`src/rtl/cbals_pkg.sv`:
```
`timescale 1ns / 1ps
// ---------------------------------------------------------------------------
// cbals_pkg
// Shared widths, codes and controller/datapath interface types of the
// cubic Bezier arc length sampler.
// ---------------------------------------------------------------------------
package cbals_pkg;

   localparam int COORD_W     = 32;
   localparam int T_W         = 17;
   localparam int DIST_W      = 32;
   localparam int NSUB_W      = 11;
   localparam int NUM_CSR     = 8;
   localparam int CSR_IDX_W   = 3;
   localparam int NUM_LANE    = 2;
   localparam int REQ_TDATA_W = 64;
   localparam int RSP_TDATA_W = 96;

   localparam int MUL_W     = 33;
   localparam int PROD_W    = 66;
   localparam int LEN_W     = 33;
   localparam int SUM_W     = 44;
   localparam int DIV_NUM_W = 49;
   localparam int DIV_DEN_W = 33;
   localparam int SQ_IN_W   = 64;
   localparam int ROOT_W    = SQ_IN_W / 2;

   localparam int DEF_MAX_SUBDIVISIONS = 1024;

   localparam logic [T_W-1:0] T_ONE = 17'h10000;

   // control point numbers; register index is 2 * point + lane
   localparam int PT_START  = 0;
   localparam int PT_GUIDE1 = 1;
   localparam int PT_GUIDE2 = 2;
   localparam int PT_FINISH = 3;

   localparam logic OP_PARAM = 1'b0;
   localparam logic OP_DIST  = 1'b1;

   typedef enum logic [2:0] {
      LERP_A,
      LERP_B,
      LERP_C,
      LERP_D,
      LERP_E,
      LERP_R,
      LERP_HIT
   } lerp_sel_type;

   typedef enum logic [3:0] {
      S_IDLE,
      S_NDIV_GO,
      S_NDIV_WAIT,
      S_TSTEP,
      S_LMUL,
      S_LWB,
      S_SQ,
      S_ROOT_GO,
      S_ROOT_WAIT,
      S_ACC,
      S_FDIV_GO,
      S_FDIV_WAIT,
      S_IMUL,
      S_IWB,
      S_ADV,
      S_DONE
   } state_type;

   typedef struct packed {
      logic         accept;
      logic         div_n;
      logic         init;
      logic         t_step;
      logic         mul_lerp;
      logic         wb_lerp;
      lerp_sel_type lerp_sel;
      logic         sq;
      logic         root_start;
      logic         acc;
      logic         div_frac;
      logic         advance;
      logic         out_load;
   } dp_cmd_type;

   typedef struct packed {
      logic op;
      logic div_done;
      logic root_done;
      logic hit_now;
      logic last;
   } dp_status_type;

endpackage

```
`src/rtl/cbals_ctrl.sv`:
```
`timescale 1ns / 1ps
// ---------------------------------------------------------------------------
// cbals_ctrl
// Controller: sequences point evaluation, chord walk, hit interpolation and
// the result handshake.
// ---------------------------------------------------------------------------
module cbals_ctrl import cbals_pkg::*; (
   input  logic          clock,
   input  logic          reset,
   input  logic          req_tvalid,
   output logic          req_tready,
   output logic          rsp_tvalid,
   input  logic          rsp_tready,
   output dp_cmd_type    cmd,
   input  dp_status_type status
);

   state_type    state_ff, state_in;
   lerp_sel_type lerp_ff, lerp_in;
   logic         rsp_valid_ff, rsp_valid_in;
   logic         out_free;

   assign out_free = ~rsp_valid_ff | rsp_tready;

   always_comb begin
      state_in = state_ff;
      lerp_in  = lerp_ff;
      unique case (state_ff)
         S_IDLE: begin
            if (req_tvalid) begin
               lerp_in  = LERP_A;
               state_in = S_NDIV_GO;
            end
         end
         S_NDIV_GO:   state_in = S_NDIV_WAIT;
         S_NDIV_WAIT: begin
            if (status.div_done) begin
               state_in = (status.op == OP_PARAM) ? S_LMUL : S_TSTEP;
            end
         end
         S_TSTEP: begin
            lerp_in  = LERP_A;
            state_in = S_LMUL;
         end
         S_LMUL:      state_in = S_LWB;
         S_LWB: begin
            if (lerp_ff == LERP_R) begin
               state_in = (status.op == OP_PARAM) ? S_DONE : S_SQ;
            end else begin
               lerp_in  = lerp_sel_type'(lerp_ff + 1'b1);
               state_in = S_LMUL;
            end
         end
         S_SQ:        state_in = S_ROOT_GO;
         S_ROOT_GO:   state_in = S_ROOT_WAIT;
         S_ROOT_WAIT: begin
            if (status.root_done) begin
               state_in = S_ACC;
            end
         end
         S_ACC:       state_in = status.hit_now ? S_FDIV_GO : S_ADV;
         S_FDIV_GO:   state_in = S_FDIV_WAIT;
         S_FDIV_WAIT: begin
            if (status.div_done) begin
               state_in = S_IMUL;
            end
         end
         S_IMUL:      state_in = S_IWB;
         S_IWB:       state_in = S_ADV;
         S_ADV:       state_in = status.last ? S_DONE : S_TSTEP;
         S_DONE: begin
            if (out_free) begin
               state_in = S_IDLE;
            end
         end
         default:     state_in = S_IDLE;
      endcase
   end

   always_comb begin
      cmd            = '0;
      cmd.lerp_sel   = lerp_ff;
      unique case (state_ff)
         S_IDLE:      cmd.accept     = req_tvalid;
         S_NDIV_GO:   cmd.div_n      = 1'b1;
         S_NDIV_WAIT: cmd.init       = status.div_done;
         S_TSTEP:     cmd.t_step     = 1'b1;
         S_LMUL:      cmd.mul_lerp   = 1'b1;
         S_LWB:       cmd.wb_lerp    = 1'b1;
         S_SQ:        cmd.sq         = 1'b1;
         S_ROOT_GO:   cmd.root_start = 1'b1;
         S_ROOT_WAIT: cmd.acc        = 1'b0;
         S_ACC:       cmd.acc        = 1'b1;
         S_FDIV_GO:   cmd.div_frac   = 1'b1;
         S_FDIV_WAIT: cmd.acc        = 1'b0;
         S_IMUL: begin
            cmd.lerp_sel = LERP_HIT;
            cmd.mul_lerp = 1'b1;
         end
         S_IWB: begin
            cmd.lerp_sel = LERP_HIT;
            cmd.wb_lerp  = 1'b1;
         end
         S_ADV:       cmd.advance    = 1'b1;
         S_DONE:      cmd.out_load   = out_free;
         default:     cmd.accept     = 1'b0;
      endcase
   end

   always_comb begin
      rsp_valid_in = rsp_valid_ff;
      if (state_ff == S_DONE && out_free) begin
         rsp_valid_in = 1'b1;
      end else if (rsp_tready) begin
         rsp_valid_in = 1'b0;
      end
   end

   always_ff @(posedge clock) begin
      if (reset) begin
         state_ff     <= S_IDLE;
         lerp_ff      <= LERP_A;
         rsp_valid_ff <= 1'b0;
      end else begin
         state_ff     <= state_in;
         lerp_ff      <= lerp_in;
         rsp_valid_ff <= rsp_valid_in;
      end
   end

   assign req_tready = (state_ff == S_IDLE);
   assign rsp_tvalid = rsp_valid_ff;

endmodule

```
`config.mk`:
```
export PLATFORM = sky130hd
export DESIGN_NAME = cbals_ctrl
export DESIGN_NICKNAME = d
export VERILOG_FILES = /design/src/rtl/cbals_pkg.sv /design/src/rtl/cbals_ctrl.sv
export SDC_FILE = /design/constraint.sdc
export NUM_CORES = 1
export LEC_CHECK = 0
export CORE_AREA = 2 2 60 62
export DETAILED_ROUTE_END_ITERATION = 6
export DIE_AREA = 0 0 62 64
export DONT_BUFFER_PORTS = 1
export PLACE_DENSITY_LB_ADDON = 0.05
export REMOVE_ABC_BUFFERS = 1
export SYNTH_ARGS = -nofsm -noshare
export SYNTH_HDL_FRONTEND = slang
export SYNTH_SLANG_ARGS = --single-unit
```
`constraint.sdc`:
```
create_clock -name clock -period 3.9 [get_ports clock]
set_clock_uncertainty 0.05 [all_clocks]
set_input_delay 0.78 -clock clock [delete_from_list [all_inputs] [get_ports clock]]
set_output_delay 0.78 -clock clock [all_outputs]
set_load 0.03 [all_outputs]
```
=== After elaboration in Yosys (flattened, before gate mapping) ===
Index checks and enable logic that the tools add are counted.

* Register bits: 8
* Logic and storage cells: 66
* Output and inout port bits: 17
* Input port bits: 9

* Bitwise gates (word level): 2
* Add/subtract/negate cells: 1
* Muxes and demuxes: 29
* Equality and inequality tests: 22
* Reductions and logical operators: 9

{| class="wikitable"
|+ Operators with widths
! kind !! count
|-
| case mux 4 bit (16 select lines) || 1
|-
| == test 4 bit, second input constant || 8
|-
| 2-to-1 mux 4 bit || 8
|-
| == test 4 x 3 -> 1 bit, second input constant || 4
|-
| 2-to-1 mux 3 bit || 5
|-
| 2-to-1 mux 1 bit || 14
|-
| != test 2 bit, second input constant || 6
|-
| case mux 3 bit (3 select lines) || 1
|-
| == test 4 x 2 -> 1 bit, second input constant || 2
|-
| OR reduction 2 bit || 3
|-
| AND reduction 5 bit || 1
|-
| == test 4 x 1 -> 1 bit, second input constant || 1
|-
| zero test 4 bit || 1
|-
| adder 3 x 1 -> 3 bit, second input constant || 1
|-
| == test 3 bit, second input constant || 1
|-
| AND reduction 3 bit || 1
|-
| nonzero test 3 bit || 1
|-
| nonzero test 2 bit || 1
|-
| logical AND 1 bit || 1
|-
| NOT 1 bit || 1
|-
| bitwise OR 1 bit || 1
|}

=== Depth between registers and ports, before layout ===
* Depth in word-level cells: 4
* Depth in mapped cells: 7
* Mapped depth without buffers: 7

=== Least setup slack after synthesis ===
OpenSTA, ideal clock, no wires.

* Path type: reg2out
* From: register state_ff[3]
* To: output port cmd[7] in the netlist's numbering
* Path slack: 1665 ps
* Data required time: 3070 ps
* Path buffers: 1
* Arrival time: 1405 ps
* Cell stages (with the launch flop): 4
* Cell sequence: dfxtp_1 -> buf_2 -> nand2_1 -> o21ai_0

{| class="wikitable"
|+ RTL lines
! element !! line !! RTL
|-
| start, declared || cbals_ctrl.sv:18 || <nowiki>state_type state_ff, state_in;</nowiki>
|-
| start signal, assigned || cbals_ctrl.sv:125 || <nowiki>state_ff <= state_in;</nowiki>
|-
| end, declared || cbals_ctrl.sv:14 || <nowiki>output dp_cmd_type cmd,</nowiki>
|}

==> results.tsv <==
stage	metric	value	unit
power	power.leakage	0.263	nW
clock_tree	clock_sinks	8	
yosys	synth_top_area_share	21.2	%
routing	via_per_inst	4.74	
routing	initialDrtViolationCount	32	
setup_path	ff2ff_setup_slack	1780	ps
clock_tree	ctsHoldBuffers	0	
sta	setup_viol	0	
run_status	status	complete, no violations	
yosys	yosysSeqAreaShare	21.2	%
die	row_count	21	
die	dieWidth	62	um
yosys	yosys.area.top_type	dfxtp_1	
yosys	netlist-cell-type-count	38	
die	core_area	3280	um2
setup_path	worstPathArrival	1990	ps
power	p_per_area	472	nW/um2
clock_tree	clkLatencyLatePin	250	ps
global_routing	overflow	0	
yosys	avgSynthCellArea	7.57	um2
setup_path	worstSetupStartpointType	flop	
routing	drc	0	
sta	fmax	355	MHz
placement	io_buffers	0	
sta	period_share	72.3	%
clock_tree	cts-root-buf	clkbuf_4	
setup_path	reg2reg_to	state_ff[3]	
global_routing	grt_pass1_wl	3150	um
placement	finalWeightedCongestion	0.691	
die	start_util	23.0	%
yosys	yosysMostFrequentCell	nor2_1	
final_layout	nNetsFinal	108	
sta	holdWs	492	ps
routing	firstDrtPassIters	4	
routing	ant_nets	0	
routing	via_count	669	
die	dieHeight	64	um
clock_tree	cts.repair.resized	0	
setup_path	reg2reg_from	state_ff[2]	
global_routing	grt_start_max_net_pins	24	
setup_path	cpPeakStageDelay	800	ps
min_path	hold_start	lerp_ff[1]	
clock_tree	worst_setup_hold_path_clk_slew	50	ps
final_layout	layout-drive-gt1-share	12.6	%
yosys	async_flop_share	0	%
clock_tree	cts_made_buffers	3	
sta	final_max_slew_viol_count	0	
routing	totalWireLength	1920	um
die	dieArea	3970	um2
yosys	ys.flop_type	dfxtp_1	
final_layout	diodes	0	
clock_tree	clockBufferDepth	2	
final_layout	stdcell_count	141	
min_path	holdPathStages	2	
sta	finalCriticalPeriod	2820	ps
clock_tree	tritoncts	done	
final_layout	final_cell_area	783	um2
sta	rsz0062_at_grt	no	
yosys	synth_area_leaders	dfxtp_1 (21%), nor2_1 (10%), nand2b_1 (5.0%), o21bai_1 (5.0%), a21oi_1 (4.6%)	
setup_path	crit_type	flop to primary output	
flow_run	maxCapViolations	0	
global_routing	grt.total_usage	10.5	%
final_layout	utilization	23.8	%
yosys	ys_ff_latch	8	
min_path	hold_path_end	lerp_ff[1]	
sta	tns	0	ps
sta	fin_ws	1080	ps
die	io_pins	26	
power	ir_worst_vdd	0.182	mV
setup_path	cp_cell_sequence	nand2_1 > o21ai_0	
setup_path	cp-end-kind	primary output	
power	total_power	370	uW
sta	finalHoldViolations	0	
final_layout	area_delta_synth_final	3.47	%
setup_path	worstRegToRegCells	4	
sta	worst-slew-pin-transition	994	ps
yosys	yosysWarnings	0	
yosys	netlist_area	757	um2
routing	wl_per_cell	13.6	um
min_path	hold_path_class	flop to flop	
global_routing	first_global_vias	651	
clock_tree	cts_setup_buffers	0	
placement	placedCellCount	138	
setup_path	crit_required	3070	ps
clock_tree	cts.htree.levels	1	
placement	post-dp-hpwl	1560	um
yosys	synth-edff-count	0	
yosys	synth_common_cells	nor2_1 (21), dfxtp_1 (8), a21oi_1 (7), nand2b_1 (6), o21bai_1 (5)	
global_routing	antenna_found_initial	0	
yosys	synthCells	100	
placement	placed_area	761	um2
setup_path	path_max_fanout	15	
setup_path	cp_slowest_cell	o21ai_0	
sta	slew_headroom	33.3	%
placement	place_ws	1330	ps
[worst max-delay path: cells and delay by family (launching register included)]
| kind | cells | cell delay [ps] |
|---|---|---|
| AO/OA/AOI/OAI | 1 | 800 |
| flip-flops | 1 | 660 |
| AND/OR/NAND/NOR | 1 | 280 |
[final cells by class]
| type | instances | area [um2] |
|---|---|---|
| Tap cell | 46 | 57.6 |
| Multi-Input combinational cell | 82 | 536 |
| Fill cell | 391 | 2500 |
| Inverter | 2 | 7.51 |
| Sequential cell | 8 | 160 |
| Clock buffer | 3 | 22.5 |
[kinds of logic (layout without fill, tap and decap cells)]
kind of cell,count (synthesis),in the layout,synth area share [%]
muxes,2,2,2.64
DFF,8,8,21.2
adders and majority gates,2,2,3.31
AOI/OAI and AO/OA,26,26,25.6
and+or+nand+nor,50,50,36.9
xor gates and xnor gates,2,2,2.31
buffers and inverters,10,5,8.10
[routing by layer]
layer / up-vias / GRT usage (%) / share of wire, %
met3: 4 / 2.63 / 8.8
met1: 301 / 13.2 / 45
met5: - / 0 / 0
li1: 340 / - / -
met4: 0 / 4.79 / 1.8
met2: 24 / 16.3 / 45
[placed cells by master, fill, tap and decap left out]
master    instances
and3_1            1
nor3_2            2
nor3b_1           1
o21a_1            1
o21ai_1           3
nand4_1           1
and4b_1           1
a211oi_1          2
inv_1             2
a21oi_4           1
nor2_1           21
nor3_1            2
dfxtp_1           8
nor4b_1           1
mux2i_1           2
a211oi_2          1
and2_1            2
nand2_4           1
a41oi_1           1
nor3b_2           1
ha_1              2
o41ai_1           1
xnor2_1           2
o32ai_1           1
nor2b_1           3
a21oi_1           7
nand2_1           4
o21a_4            1
o21ai_0           1
clkbuf_4          3
nand2b_1          6
or2_1             2
o21bai_1          5
a21oi_2           1
or3b_4            1
[worst max-delay path by stage]
stage	startpoint	endpoint	slack (ps)	cells after the start
floorplan	state_ff[2]	cmd[7]	1610	2
global placement	state_ff[2]	cmd[7]	1390	2
detailed placement	state_ff[2]	cmd[7]	1330	2
CTS	state_ff[2]	cmd[7]	1050	2
global route	state_ff[2]	cmd[7]	930	2
finish	state_ff[2]	cmd[7]	1080	2
[where the power goes]
| part | leakage (nW) | internal [mW] | switching [mW] |
|---|---|---|---|
| clock network | 0.0138 | 0.0352 | 0.0283 |
| logic | 0.184 | 0.0642 | 0.105 |
| registers | 0.0651 | 0.0924 | 0.0444 |
| total | 0.263 | 0.192 | 0.178 |
[flip-flops by register name, summed over array words and instances (netlist names)]
| name | flops |
|---|---|
| rsp_tvalid | 1 |
| lerp_ff | 3 |
| state_ff | 4 |
Power figures use the tool's default switching activity.
